--- src/design/sbt_pkg.sv ---
// ----------------------------------------------------------------------------
// sbt_pkg: shared types, codes and helpers of the source byte tokenizer
// Payload structs, token kind codes, scanner modes and character class
// functions used by the scanner, the token queue and the output stage.
// ----------------------------------------------------------------------------
package sbt_pkg;

   // largest source length; a byte at this offset or beyond is an error
   localparam int MAX_SOURCE  = 65536;
   localparam int POS_W       = $clog2(MAX_SOURCE + 1);
   // tokens one transfer can produce, and the count width for them
   localparam int MAX_RES     = 3;
   localparam int CNT_W       = $clog2(MAX_RES + 1);
   // token queue depth in bundles
   localparam int FIFO_DEPTH  = 4;
   localparam int PTR_W       = $clog2(FIFO_DEPTH);
   localparam int QCNT_W      = $clog2(FIFO_DEPTH + 1);
   localparam int WIN_W       = 48;

   // request commands
   localparam logic [1:0] CMD_BYTE = 2'd0;
   localparam logic [1:0] CMD_LAST = 2'd1;
   localparam logic [1:0] CMD_END  = 2'd2;

   // token kinds
   localparam logic [4:0] KIND_IDENT  = 5'd0;
   localparam logic [4:0] KIND_NUMBER = 5'd1;
   localparam logic [4:0] KIND_FN     = 5'd2;
   localparam logic [4:0] KIND_IF     = 5'd3;
   localparam logic [4:0] KIND_ELSE   = 5'd4;
   localparam logic [4:0] KIND_WHILE  = 5'd5;
   localparam logic [4:0] KIND_RETURN = 5'd6;
   localparam logic [4:0] KIND_PRINT  = 5'd7;
   localparam logic [4:0] KIND_LET    = 5'd8;
   localparam logic [4:0] KIND_LPAREN = 5'd9;
   localparam logic [4:0] KIND_RPAREN = 5'd10;
   localparam logic [4:0] KIND_LBRACE = 5'd11;
   localparam logic [4:0] KIND_RBRACE = 5'd12;
   localparam logic [4:0] KIND_COMMA  = 5'd13;
   localparam logic [4:0] KIND_SEMI   = 5'd14;
   localparam logic [4:0] KIND_PLUS   = 5'd15;
   localparam logic [4:0] KIND_MINUS  = 5'd16;
   localparam logic [4:0] KIND_STAR   = 5'd17;
   localparam logic [4:0] KIND_SLASH  = 5'd18;
   localparam logic [4:0] KIND_LT     = 5'd19;
   localparam logic [4:0] KIND_LE     = 5'd20;
   localparam logic [4:0] KIND_ASSIGN = 5'd21;
   localparam logic [4:0] KIND_EQ     = 5'd22;
   localparam logic [4:0] KIND_END    = 5'd23;
   localparam logic [4:0] KIND_ERROR  = 5'd24;

   // characters with a role of their own
   localparam logic [7:0] CH_SLASH = "/";
   localparam logic [7:0] CH_DOT   = ".";
   localparam logic [7:0] CH_LT    = "<";
   localparam logic [7:0] CH_EQ    = "=";
   localparam logic [7:0] CH_UNDER = "_";
   localparam logic [7:0] CH_LF    = 8'h0a;
   localparam logic [7:0] CH_CR    = 8'h0d;
   localparam logic [7:0] CH_TAB   = 8'h09;
   localparam logic [7:0] CH_SPACE = " ";

   typedef enum logic [2:0] {
      MODE_IDLE,
      MODE_IDENT,
      MODE_INT,
      MODE_FRAC,
      MODE_LT,
      MODE_EQ,
      MODE_SLASH,
      MODE_COMMENT
   } scan_mode_type;

   typedef struct packed {
      logic [1:0] command;
      logic [7:0] source_byte;
   } req_type;

   typedef struct packed {
      logic [4:0]  token_kind;
      logic [15:0] start_offset;
      logic [15:0] token_length;
      logic [15:0] line_number;
      logic [7:0]  bad_byte;
      logic        last_of_source;
   } rsp_type;

   // all tokens of one transfer, oldest in slot zero
   typedef struct packed {
      rsp_type [MAX_RES-1:0] tok;
      logic [CNT_W-1:0]      count;
   } bundle_type;

   typedef struct packed {
      logic       valid;
      bundle_type bundle;
   } q_wr_type;

   typedef struct packed {
      logic    valid;
      rsp_type tok;
   } pend_type;

   function automatic logic is_alpha(input logic [7:0] c);
      return c inside {["a":"z"], ["A":"Z"]};
   endfunction

   function automatic logic is_digit(input logic [7:0] c);
      return c inside {["0":"9"]};
   endfunction

   // single-byte punctuation, error kind when the byte is none of them
   function automatic logic [4:0] punct_kind(input logic [7:0] c);
      logic [4:0] k;
      case (c)
         "(":     k = KIND_LPAREN;
         ")":     k = KIND_RPAREN;
         "{":     k = KIND_LBRACE;
         "}":     k = KIND_RBRACE;
         ",":     k = KIND_COMMA;
         ";":     k = KIND_SEMI;
         "+":     k = KIND_PLUS;
         "-":     k = KIND_MINUS;
         "*":     k = KIND_STAR;
         default: k = KIND_ERROR;
      endcase
      return k;
   endfunction

   // fold an identifier to a keyword from its last six bytes and its length
   function automatic logic [4:0] kw_kind(input logic [WIN_W-1:0] w,
                                          input logic [POS_W-1:0] len);
      logic [4:0] k;
      k = KIND_IDENT;
      if (len == POS_W'(2) && w[15:0] == "fn")     k = KIND_FN;
      if (len == POS_W'(2) && w[15:0] == "if")     k = KIND_IF;
      if (len == POS_W'(4) && w[31:0] == "else")   k = KIND_ELSE;
      if (len == POS_W'(5) && w[39:0] == "while")  k = KIND_WHILE;
      if (len == POS_W'(6) && w[47:0] == "return") k = KIND_RETURN;
      if (len == POS_W'(5) && w[39:0] == "print")  k = KIND_PRINT;
      if (len == POS_W'(3) && w[23:0] == "let")    k = KIND_LET;
      return k;
   endfunction

   function automatic logic [15:0] sat16(input logic [POS_W-1:0] v);
      logic [15:0] r;
      if (v > POS_W'(65535)) r = 16'hffff;
      else                   r = 16'(v);
      return r;
   endfunction

   function automatic rsp_type make_tok(input logic [4:0] kind, input logic [15:0] start,
                                        input logic [15:0] len, input logic [15:0] line,
                                        input logic [7:0] bad, input logic last);
      rsp_type t;
      t.token_kind     = kind;
      t.start_offset   = start;
      t.token_length   = len;
      t.line_number    = line;
      t.bad_byte       = bad;
      t.last_of_source = last;
      return t;
   endfunction

endpackage

--- src/design/sbt_scan.sv ---
// ----------------------------------------------------------------------------
// sbt_scan: front end of the tokenizer
// Takes one source byte per transfer, runs the scanner state and writes
// every token the byte closes or forms into the token queue as one bundle.
// ----------------------------------------------------------------------------
module sbt_scan import sbt_pkg::*; (
   input  logic     clock,
   input  logic     reset,
   input  logic     req_valid,
   input  logic     req_ready,
   input  req_type  req_data,
   output q_wr_type wr
);

   scan_mode_type    mode_ff, mode_in;
   logic [POS_W-1:0] tstart_ff, tstart_in;
   logic [POS_W-1:0] pos_ff, pos_in;
   logic [15:0]      line_ff, line_in;
   logic [WIN_W-1:0] win_ff, win_in;
   logic             hold_ff, hold_in;

   logic             accept;
   logic [CNT_W-1:0] n;
   bundle_type       b;
   logic             used;
   logic             err;
   logic             do_flush;
   logic [7:0]       c;
   logic [4:0]       pk;
   pend_type         fr;

   // token pending at the current state, as the byte that ends it sees it
   function automatic pend_type flush_tok(input scan_mode_type m,
                                          input logic [POS_W-1:0] ts,
                                          input logic [POS_W-1:0] ps,
                                          input logic [15:0] ln,
                                          input logic [WIN_W-1:0] w);
      logic [POS_W-1:0] len;
      pend_type         r;
      len     = ps - ts;
      r.valid = 1'b1;
      r.tok   = '0;
      case (m)
         MODE_IDENT: r.tok = make_tok(kw_kind(w, len), sat16(ts), sat16(len), ln, 8'h00, 1'b0);
         MODE_INT,
         MODE_FRAC:  r.tok = make_tok(KIND_NUMBER, sat16(ts), sat16(len), ln, 8'h00, 1'b0);
         MODE_LT:    r.tok = make_tok(KIND_LT, sat16(ts), 16'd1, ln, 8'h00, 1'b0);
         MODE_EQ:    r.tok = make_tok(KIND_ASSIGN, sat16(ts), 16'd1, ln, 8'h00, 1'b0);
         MODE_SLASH: r.tok = make_tok(KIND_SLASH, sat16(ts), 16'd1, ln, 8'h00, 1'b0);
         default:    r.valid = 1'b0;
      endcase
      return r;
   endfunction

   assign accept = req_valid && req_ready;
   assign c      = req_data.source_byte;

   // scanner next state and token bundle
   always_comb begin
      mode_in   = mode_ff;
      tstart_in = tstart_ff;
      pos_in    = pos_ff;
      line_in   = line_ff;
      win_in    = win_ff;
      hold_in   = hold_ff;
      n         = '0;
      b         = '0;
      used      = 1'b0;
      err       = 1'b0;
      do_flush  = 1'b0;
      pk        = KIND_ERROR;
      fr        = '0;

      if ((req_data.command == CMD_BYTE || req_data.command == CMD_LAST) && !hold_ff) begin
         if (pos_ff >= POS_W'(MAX_SOURCE)) begin
            err = 1'b1;
         end else begin
            // does the byte extend the pending token
            case (mode_ff)
               MODE_IDENT: begin
                  if (is_alpha(c) || is_digit(c) || c == CH_UNDER) begin
                     win_in = {win_ff[WIN_W-9:0], c};
                     used   = 1'b1;
                  end else begin
                     do_flush = 1'b1;
                  end
               end
               MODE_INT: begin
                  if (is_digit(c)) begin
                     used = 1'b1;
                  end else if (c == CH_DOT) begin
                     mode_in = MODE_FRAC;
                     used    = 1'b1;
                  end else begin
                     do_flush = 1'b1;
                  end
               end
               MODE_FRAC: begin
                  if (is_digit(c)) used = 1'b1;
                  else             do_flush = 1'b1;
               end
               MODE_LT, MODE_EQ: begin
                  if (c == CH_EQ) begin
                     b.tok[n] = make_tok((mode_ff == MODE_LT) ? KIND_LE : KIND_EQ,
                                         sat16(tstart_ff), 16'd2, line_ff, 8'h00, 1'b0);
                     n        = n + 1'b1;
                     mode_in  = MODE_IDLE;
                     used     = 1'b1;
                  end else begin
                     do_flush = 1'b1;
                  end
               end
               MODE_SLASH: begin
                  if (c == CH_SLASH) begin
                     mode_in = MODE_COMMENT;
                     used    = 1'b1;
                  end else begin
                     do_flush = 1'b1;
                  end
               end
               MODE_COMMENT: begin
                  if (c == CH_LF) mode_in = MODE_IDLE;
                  else            used = 1'b1;
               end
               default: mode_in = MODE_IDLE;
            endcase

            // close the pending token
            if (do_flush) begin
               fr = flush_tok(mode_ff, tstart_ff, pos_ff, line_ff, win_ff);
               if (fr.valid) begin
                  b.tok[n] = fr.tok;
                  n        = n + 1'b1;
               end
               mode_in = MODE_IDLE;
            end

            // scan the byte afresh
            if (!used) begin
               if (c == CH_SPACE || c == CH_CR || c == CH_TAB) begin
                  mode_in = MODE_IDLE;
               end else if (c == CH_LF) begin
                  if (line_in != 16'hffff) line_in = line_in + 16'd1;
               end else if (is_alpha(c) || c == CH_UNDER) begin
                  mode_in   = MODE_IDENT;
                  tstart_in = pos_ff;
                  win_in    = {{(WIN_W-8){1'b0}}, c};
               end else if (is_digit(c)) begin
                  mode_in   = MODE_INT;
                  tstart_in = pos_ff;
               end else if (c == CH_SLASH) begin
                  mode_in   = MODE_SLASH;
                  tstart_in = pos_ff;
               end else if (c == CH_LT) begin
                  mode_in   = MODE_LT;
                  tstart_in = pos_ff;
               end else if (c == CH_EQ) begin
                  mode_in   = MODE_EQ;
                  tstart_in = pos_ff;
               end else begin
                  pk = punct_kind(c);
                  if (pk == KIND_ERROR) begin
                     err = 1'b1;
                  end else begin
                     b.tok[n] = make_tok(pk, sat16(pos_ff), 16'd1, line_in, 8'h00, 1'b0);
                     n        = n + 1'b1;
                  end
               end
            end
         end

         // error: flush what is pending, report the byte, ignore the rest
         if (err) begin
            fr = flush_tok(mode_in, tstart_in, pos_in, line_in, win_in);
            if (fr.valid) begin
               b.tok[n] = fr.tok;
               n        = n + 1'b1;
            end
            mode_in  = MODE_IDLE;
            b.tok[n] = make_tok(KIND_ERROR, sat16(pos_ff), 16'd1, line_in, c, 1'b1);
            n        = n + 1'b1;
            hold_in  = 1'b1;
         end else begin
            pos_in = pos_ff + 1'b1;
         end
      end

      // end of source: pending token, end token, then back to reset state
      if (req_data.command != CMD_BYTE) begin
         if (!hold_in) begin
            fr = flush_tok(mode_in, tstart_in, pos_in, line_in, win_in);
            if (fr.valid) begin
               b.tok[n] = fr.tok;
               n        = n + 1'b1;
            end
            b.tok[n] = make_tok(KIND_END, sat16(pos_in), 16'd0, line_in, 8'h00, 1'b1);
            n        = n + 1'b1;
         end
         mode_in   = MODE_IDLE;
         tstart_in = '0;
         pos_in    = '0;
         line_in   = 16'd1;
         win_in    = '0;
         hold_in   = 1'b0;
      end

      b.count   = n;
      wr.valid  = accept && (n != '0);
      wr.bundle = b;
   end

   // scanner mode register
   always_ff @(posedge clock) begin
      if (reset) begin
         mode_ff <= MODE_IDLE;
      end else if (accept) begin
         mode_ff <= mode_in;
      end
   end

   // position, line and identifier window
   always_ff @(posedge clock) begin
      if (reset) begin
         tstart_ff <= '0;
         pos_ff    <= '0;
         line_ff   <= 16'd1;
         win_ff    <= '0;
         hold_ff   <= 1'b0;
      end else if (accept) begin
         tstart_ff <= tstart_in;
         pos_ff    <= pos_in;
         line_ff   <= line_in;
         win_ff    <= win_in;
         hold_ff   <= hold_in;
      end
   end

`ifndef NO_ASSERTIONS
   // after an error, plain bytes produce nothing
   assert property (@(posedge clock) disable iff (reset)
      (accept && hold_ff && req_data.command == CMD_BYTE) |-> !wr.valid)
      else $error("sbt_scan: token produced while error hold is set");

   // the line count never drops to zero
   assert property (@(posedge clock) disable iff (reset) line_ff != 16'd0)
      else $error("sbt_scan: line count is zero");
`endif

endmodule

--- src/design/sbt_fifo.sv ---
// ----------------------------------------------------------------------------
// sbt_fifo: token bundle queue
// Decouples the scanner from the output stage; holds bundles of up to
// three tokens and shows the oldest one at its head.
// ----------------------------------------------------------------------------
module sbt_fifo import sbt_pkg::*; (
   input  logic       clock,
   input  logic       reset,
   input  q_wr_type   wr,
   input  logic       pop,
   output logic       full,
   output logic       head_valid,
   output bundle_type head
);

   bundle_type        mem_ff [FIFO_DEPTH];
   logic [PTR_W-1:0]  wr_ptr_ff, wr_ptr_in;
   logic [PTR_W-1:0]  rd_ptr_ff, rd_ptr_in;
   logic [QCNT_W-1:0] count_ff, count_in;
   logic              do_pop;

   assign full       = (count_ff == QCNT_W'(FIFO_DEPTH));
   assign head_valid = (count_ff != '0);
   assign head       = mem_ff[rd_ptr_ff];
   assign do_pop     = pop && head_valid;

   // pointer and occupancy update
   always_comb begin
      wr_ptr_in = wr_ptr_ff;
      rd_ptr_in = rd_ptr_ff;
      count_in  = count_ff;
      if (wr.valid) begin
         wr_ptr_in = (wr_ptr_ff == PTR_W'(FIFO_DEPTH - 1)) ? '0 : wr_ptr_ff + 1'b1;
      end
      if (do_pop) begin
         rd_ptr_in = (rd_ptr_ff == PTR_W'(FIFO_DEPTH - 1)) ? '0 : rd_ptr_ff + 1'b1;
      end
      if (wr.valid && !do_pop)      count_in = count_ff + 1'b1;
      else if (!wr.valid && do_pop) count_in = count_ff - 1'b1;
   end

   always_ff @(posedge clock) begin
      if (reset) begin
         wr_ptr_ff <= '0;
         rd_ptr_ff <= '0;
         count_ff  <= '0;
      end else begin
         wr_ptr_ff <= wr_ptr_in;
         rd_ptr_ff <= rd_ptr_in;
         count_ff  <= count_in;
      end
   end

   // bundle storage
   always_ff @(posedge clock) begin
      if (wr.valid) begin
         mem_ff[wr_ptr_ff] <= wr.bundle;
      end
   end

`ifndef NO_ASSERTIONS
   // never written while full
   assert property (@(posedge clock) disable iff (reset) !(wr.valid && full))
      else $error("sbt_fifo: write while full");

   // occupancy stays within the depth
   assert property (@(posedge clock) disable iff (reset) count_ff <= QCNT_W'(FIFO_DEPTH))
      else $error("sbt_fifo: occupancy beyond depth");
`endif

endmodule

--- src/design/sbt_drain.sv ---
// ----------------------------------------------------------------------------
// sbt_drain: back end of the tokenizer
// Walks the head bundle one token at a time into the output register and
// releases the bundle from the queue with its last token.
// ----------------------------------------------------------------------------
module sbt_drain import sbt_pkg::*; (
   input  logic       clock,
   input  logic       reset,
   input  logic       head_valid,
   input  bundle_type head,
   output logic       pop,
   output logic       rsp_valid,
   input  logic       rsp_ready,
   output rsp_type    rsp_data
);

   logic [CNT_W-1:0] idx_ff, idx_in;
   logic             rsp_valid_ff, rsp_valid_in;
   rsp_type          rsp_data_ff, rsp_data_in;
   logic             slot_free;
   logic             take;
   logic             last_tok;

   assign slot_free = !rsp_valid_ff || rsp_ready;
   assign take      = slot_free && head_valid;
   assign last_tok  = (idx_ff == head.count - 1'b1);
   assign pop       = take && last_tok;
   assign rsp_valid = rsp_valid_ff;
   assign rsp_data  = rsp_data_ff;

   // next token into the output register
   always_comb begin
      idx_in       = idx_ff;
      rsp_valid_in = rsp_valid_ff && !rsp_ready;
      rsp_data_in  = rsp_data_ff;
      if (take) begin
         rsp_valid_in = 1'b1;
         rsp_data_in  = head.tok[idx_ff];
         idx_in       = last_tok ? '0 : idx_ff + 1'b1;
      end
   end

   always_ff @(posedge clock) begin
      if (reset) begin
         idx_ff       <= '0;
         rsp_valid_ff <= 1'b0;
      end else begin
         idx_ff       <= idx_in;
         rsp_valid_ff <= rsp_valid_in;
      end
   end

   always_ff @(posedge clock) begin
      rsp_data_ff <= rsp_data_in;
   end

`ifndef NO_ASSERTIONS
   // the token index stays inside the head bundle
   assert property (@(posedge clock) disable iff (reset)
      head_valid |-> (idx_ff < head.count))
      else $error("sbt_drain: token index past bundle count");

   // an idle queue leaves the index at the first slot
   assert property (@(posedge clock) disable iff (reset)
      !head_valid |-> (idx_ff == '0))
      else $error("sbt_drain: stale token index with empty queue");
`endif

endmodule

--- src/design/source_byte_tokenizer.sv ---
// ----------------------------------------------------------------------------
// source_byte_tokenizer: streaming lexer from source bytes to token spans
// Top level: scanner front end, bundle queue and token output stage.
// ----------------------------------------------------------------------------
// The block takes one source byte per request transfer, one per cycle while
// the queue has room, and returns tokens as kind, start offset, length,
// line, bad byte and an end flag. A byte may close a pending token, form a
// token of its own and end the source, so one transfer yields zero to three
// tokens; these go into a four-entry queue as one bundle and the output
// register hands out one token per cycle while the receiver is ready, a
// token passing from the queue into the output register and from there to
// the result port. Request and result sides therefore stall on their own:
// input keeps a rate of one byte per cycle as long as tokens average no
// more than one per byte, and the single-token output register sets the peak
// rate at one token per cycle; several tokens from one byte wait in the queue.
module source_byte_tokenizer import sbt_pkg::*; (
   input  logic    clock,
   input  logic    reset,
   input  logic    req_valid,
   output logic    req_ready,
   input  req_type req_data,
   output logic    rsp_valid,
   input  logic    rsp_ready,
   output rsp_type rsp_data
);

   q_wr_type   wr;
   logic       full;
   logic       head_valid;
   bundle_type head;
   logic       pop;

   // take a byte whenever the queue has room for its bundle
   assign req_ready = !full;

   sbt_scan u_scan (
      .clock     (clock),
      .reset     (reset),
      .req_valid (req_valid),
      .req_ready (req_ready),
      .req_data  (req_data),
      .wr        (wr)
   );

   sbt_fifo u_fifo (
      .clock      (clock),
      .reset      (reset),
      .wr         (wr),
      .pop        (pop),
      .full       (full),
      .head_valid (head_valid),
      .head       (head)
   );

   sbt_drain u_drain (
      .clock      (clock),
      .reset      (reset),
      .head_valid (head_valid),
      .head       (head),
      .pop        (pop),
      .rsp_valid  (rsp_valid),
      .rsp_ready  (rsp_ready),
      .rsp_data   (rsp_data)
   );

endmodule

--- config.mk ---
export PLATFORM = sky130hd
export DESIGN_NAME = source_byte_tokenizer
export DESIGN_NICKNAME = d
export VERILOG_FILES = /design/src/design/sbt_pkg.sv /design/src/design/sbt_scan.sv /design/src/design/sbt_fifo.sv /design/src/design/sbt_drain.sv /design/src/design/source_byte_tokenizer.sv
export SDC_FILE = /design/constraint.sdc
export NUM_CORES = 2
export LEC_CHECK = 0
export BUFFER_PORTS_ARGS = -buffer_cell sky130_fd_sc_hd__buf_2
export CORE_MARGIN = 5
export CORE_UTILIZATION = 29
export CTS_CLUSTER_SIZE = 25
export DETAILED_ROUTE_END_ITERATION = 8
export GPL_ROUTABILITY_DRIVEN = 0
export GPL_TIMING_DRIVEN = 0
export PLACE_DENSITY = 0.54
export SYNTH_ARGS = -nofsm -noshare
export SYNTH_HDL_FRONTEND = slang
export SYNTH_SLANG_ARGS = --single-unit
--- constraint.sdc ---
create_clock -name clock -period 17.5 [get_ports clock]
set_input_delay 2.625 -clock clock [delete_from_list [all_inputs] [get_ports clock]]
set_output_delay 2.625 -clock clock [all_outputs]
set_load 0.01 [all_outputs]
[Word-level counts from Yosys, hierarchy flattened]
Memory sizes are Yosys's and may differ from the RTL's. A register that Yosys moved wholly into a read port is not among the register bits.
Cells that the tools add are included.
Storage, ports and cells
  output and inout port bits: 64
  flip-flop bits (word level): 174
  memory bits (writable): 752
  word-level logic and storage cells: 459
  memories kept: 1
Memories
  u_fifo.mem_ff: depth 4, bits a word 188, rd ports 1, clocked after memory_dff 1, write ports 1, RTL line sbt_fifo.sv:16  | bundle_type mem_ff [FIFO_DEPTH];
Cells by class
  order comparisons: 28
  add/subtract/negate cells: 17
  mux-type cells: 250
  reduce and logical (&&, ||, !) cells: 66
  eq/ne operators: 80
Operators with widths (number)
  $mux 186: 25
  $bwmux 186: 6
  $mux 62: 18
  $pmux 62 s5: 3
  $demux 62 s2: 6
  $mux 16: 31
  $mux 48: 10
  $mux 17: 15
  $eq 40x39->1 const B: 6
  $eq 17x3->1 const B: 9
  $eq 48x47->1 const B: 3
  $gt 17x16->1 const B: 8
  $bmux 62 s2: 1
  $eq 17x2->1 const B: 6
  $mux 3: 33
  $eq 16x15->1 const B: 6
  $eq 32x31->1 const B: 3
  $eq 8x6->1 const B: 12
  $mux 2: 40
  $eq 24x23->1 const B: 3
  $sub 17x17->17: 3
  $mux 5: 10
  $mux 1: 45
  $pmux 5 s9: 1
  35 further kinds: 138

[Logic depth before layout (Yosys ltp)]
  depth in word-level cells: 50
  gate-level depth with buffers: 31

[By module]
From an unflattened synthesis, not the netlist that was laid out.
Unflattened totals
  cell total of the unflattened synthesis: 3999
  area total of the unflattened synthesis: 48099.9 um2
Modules (own cells, without submodules)
  sbt_fifo: area each 27555.2 um2, sequential area each 22761.8 um2, times used 1, cells an instance 1026
  sbt_scan: area each 17185.2 um2, sequential area each 2042.0 um2, times used 1, cells an instance 2679
  sbt_drain: area each 3355.7 um2, sequential area each 1921.8 um2, times used 1, cells an instance 293
  source_byte_tokenizer: area each 3.8 um2, sequential area each 0.0 um2, times used 1, cells an instance 1

[Worst setup path after synthesis]
No wires, ideal clock.
  kind: in2reg
  from: input port req_data[6] (netlist name)
  to: memory u_fifo.mem_ff[0][0] (netlist name), enable pin
  setup time: 0.571 ns
  data arrival time: 12.061 ns
  stages on the path: 25
  data required time: 16.929 ns
  buffers on the path: 5
  path slack: 4.868 ns
  cell sequence: or4b_1 > buf_2 > nor4_2 > a41oi_4 > and4_1 > buf_2 > nand4_1 > buf_2 > buf_1 > nand2_1 > or3_1 > ha_1 > nor2_1 > nor2_1 > ha_1 > nand2_1 > a21oi_1 > inv_1 > ha_1 > a21oi_1 > ha_1 > o21ai_0 > o21a_1 > buf_2 > and2_1
RTL lines
  start: declaration: RTL line source_byte_tokenizer.sv:21  | input req_type req_data,
  end: declaration: RTL line sbt_fifo.sv:16

==> flow_summary_export.csv <==
group,metric,value,unit
run_status,violations,"DRC, capacitance limit, slew limit",
timing,tightestPinTransition,1.615,ns
cts,cts-hold-fix-buffers,0,
timing,skew,0.07038,ns
floorplanning,io_pins,78,
yosys,async_reset_ff_share,0,%
floorplanning,die_area,171500,sq um
yosys,synthCells,3957,
global_route,grtUsageTotal,19.19,%
cts,cts_setup_buffers,0,
critical_path,ff2ff_path_depth,25,
yosys,ys_types,103,
min_path,min_from,"u_drain.rsp_valid",
yosys,synth_top_family_by_area,"compound AO/OA/AOI/OAI gates",
yosys,avgSynthCellArea,11.97,sq um
detailed_routing,wire_per_inst,26.86,microns
layout,area_growth,13.75,%
yosys,synth_ff_type,"edfxtp_1",
timing,period_minus_slack,12.28,ns
layout,utilization,33.14,%
power,leakage,17.12,nW
yosys,synth_xor_xnor_area_share,1.273,%
critical_path,r2r_end,"u_fifo.mem_ff[1][60]",
yosys,synth_area_leaders,"edfxtp_1, mux4_2, dfxtp_1",
critical_path,slowest_stage,"a211oi_1",
layout,fillCellCount,16370,
global_route,grt_pass1_vias,35250,
cts,cts_buffers,97,
critical_path,reg2reg_slack,7.23,ns
min_path,hold_end,"u_drain.rsp_valid",
timing,finalHoldViolCount,0,
power,pwr_density_cell,112.7,nW/um^2
detailed_routing,firstDrtPassIters,9,
critical_path,slowest_delay,1.05,ns
timing,period_share,70.19,%
cts,root_buffer,"clkbuf_16",
yosys,yosys.area.top_type_share,51.60,%
global_route,grt_max_degree,57,
min_path,hold_path_depth,2,
critical_path,critPathLaunch,"req_data[2]",
layout,final_cells,6404,
min_path,hold_path.class,"register to register",
cts,cts-resized-gates,0,
layout,nNetsFinal,4228,
timing,finalSetupViolCount,0,
global_route,grt_pass1_wl,248.3,mm
yosys,yosysWarnings,0,
yosys,ys_seq_area_share,56.42,%
cts,ctsHtreeMaxLevel,3,
detailed_routing,dr.first_iter.drc_count,5563,
layout,drive_above_1_share,11.91,%
cts,clock-sinks,928,
detailed_routing,via_count,37020,
placed_design,post-place-cells,6223,
detailed_routing,drc,5,
power,ir_drop,82.26,uV
timing,max_slew_margin,-8.049,%
timing,rsz0062_at_grt,"false",
run_status,status,"finished, violations left",
critical_path,cp-start-kind,"input pin",
cts,clockBufferDepth,3,
placed_design,hpwl,124.9,mm
yosys,synth.area.mux_share,11.06,%
floorplanning,start_util,29.14,%
floorplanning,dieWidth,414.2,microns
floorplanning,die_h,414.2,microns
yosys,synth_edf_count,814,
yosys,synth_area,47370,sq um
yosys,synth_seq_cells,928,
yosys,synthAdderAreaFrac,1.899,%
timing,drv_slew,15,
global_route,antenna_found_initial,10,
timing,max_freq,81.42,MHz
critical_path,worst-setup-path-type,"input pin to register",
critical_path,crit_family,"compound AO/OA/AOI/OAI gates",
placed_design,io_buffers,76,
floorplanning,core.rowCount,148,
job,cap_violations,4,
critical_path,crit_path_max_fanout,10,
yosys,synth_compound_area_share,14.57,%
detailed_routing,wl,172.0,mm
cts,worstSkewPairLatency,0.75,ns
yosys,synth-simple-area-share,11.84,%
cts,tritoncts,"built",
detailed_routing,avgViaCountPerCell,5.780,
floorplanning,core,162600,sq um
critical_path,cp_num_buf_inv,5,
cts,path_clk_slew,0.06,ns
critical_path,cp.required,18.04,ns
critical_path,arrival,12.82,ns
detailed_routing,ant_nets,0,
yosys,synth_top_cell_by_area,"edfxtp_1",
global_route,grt_remaining_overflow,0,
critical_path,end_kind,"register",
critical_path,rr_startpoint,"u_scan.mode_ff[1]",
[logic make-up after synthesis]
logic type	after synthesis
fa+ha+maj	70
buf+inv	360
compound gates	1064
simple gates	1177
other cells	2
xor+xnor	68
flops	928
mux	288
[worst reg2reg max path, stage by stage, from the launching register on]
cell,delay (ns)
dfxtp_1,0.31
clkbuf_1,0.32
or3b_2,0.26
a211oi_1,0.07
a21oi_1,0.62
nand3_4,0.19
nor3_1,0.74
clkbuf_1,0.52
buf_1,0.74
clkbuf_1,0.52
mux2i_1,0.35
ha_1,0.28
nor2b_1,0.13
o21a_1,0.18
o21ai_0,0.39
a211oi_1,0.19
o31ai_1,0.65
o21a_1,0.26
o311ai_0,0.36
a211oi_1,1.05
nand3_1,0.33
a21oi_1,0.34
a21oi_1,0.21
o311ai_0,0.64
o21ai_0,0.24
o21ai_2,0.17
[stage by stage]
stage                     setup WS, ns  area, sq um  power, mW  hold WS, ns  setup TNS, ns
final                            5.217        53880      6.075       0.5034              0
after global placement         -0.7495        50480      4.194       0.4618        -450.22
after global routing             4.914        53870      6.317       0.5272              0
after detailed placement         4.995        50870      4.164       0.4914              0
after CTS                        5.747        53870      6.142       0.5061              0
after floorplan                  4.868        47370      3.640       0.4634              0
[layout make-up]
type	count	area [sq um]	area share, %
multi-input combinational	2670	19290	35.80
clock inverter	62	498.0	0.9242
buffer	281	1086	2.016
inverter	79	296.5	0.5503
timing repair buffer	90	750.7	1.393
clock buffer	115	2505	4.649
sequential	928	26730	49.60
tap	2175	2721	5.051
antenna	4	10.01	0.01858
[power by group]
part | leakage [nW] | internal, mW | switching [mW] | total, mW
clock network | 1.47 | 1.09 | 0.889 | 1.98
registers | 8.83 | 2.70 | 0.0518 | 2.75
logic | 6.82 | 0.497 | 0.851 | 1.35
total | 17.1 | 4.28 | 1.79 | 6.07
[cell usage after synthesis, types with 20 or more instances]
library cell    n
inv_1          77
nor2b_1        22
or2_2          26
xor2_1         32
a31oi_1        23
mux2i_1        96
buf_1          37
nand3_1        80
o211ai_1       28
dfxtp_1       114
o221ai_1       22
clkbuf_1      232
xnor2_1        35
a22oi_1       105
and3_1         47
a21oi_1       214
edfxtp_1      814
nor4_1         36
nand4_1        33
o31ai_1        25
and2_1         24
mux4_2        188
ha_1           63
nor2_1        398
nand2b_1       20
nor3_1         91
or3_1          33
nand2_1       300
a211oi_1       49
o22ai_1        74
o21ai_0       297
[cell usage in the layout (no fill, tap or decap), types with 80 or more instances in the layout]
master	netlist	layout
a21oi_1	214	213
a22oi_1	105	105
buf_2	9	85
clkbuf_1	232	248
clkbuf_16	0	97
dfxtp_1	114	114
edfxtp_1	814	814
mux2i_1	96	96
mux4_2	188	188
nand2_1	300	300
nand3_1	80	80
nor2_1	398	398
nor3_1	91	91
o21ai_0	297	297
[sequential cells by signal (all words and copies together), names as in the netlist, named ones only]
signal	flops
u_drain.idx_ff	2
u_drain.rsp_data	62
u_drain.rsp_valid	1
u_fifo.count_ff	3
u_fifo.mem_ff	752
u_fifo.rd_ptr_ff	2
u_fifo.wr_ptr_ff	2
u_scan.hold_ff	1
u_scan.line_ff	16
u_scan.mode_ff	3
u_scan.pos_ff	17
u_scan.tstart_ff	17
u_scan.win_ff	48
[how the worst max path moves through the flow]
| stage | slack, ns | cells after the start | endpoint |
|---|---|---|---|
| after floorplan | 4.87 | 25 | u_fifo.mem_ff[0][0] |
| after global placement | -0.75 | 26 | u_fifo.mem_ff[0][175] |
| after detailed placement | 5.00 | 26 | u_fifo.mem_ff[1][60] |
| after CTS | 5.75 | 26 | u_fifo.mem_ff[1][60] |
| after global routing | 4.91 | 26 | u_fifo.mem_ff[1][60] |
| final | 5.22 | 26 | u_fifo.mem_ff[1][60] |
[layer usage]
metal / global-route usage [%] / up-vias / share of wire [%]
met3: 5.151 / 593 / 11
met5: 0 / - / 0
li1: - / 15870 / -
met1: 25.27 / 18260 / 40
met2: 29.08 / 2302 / 43
met4: 9.886 / 0 / 6.4
Power figures use the tool's default switching activity.
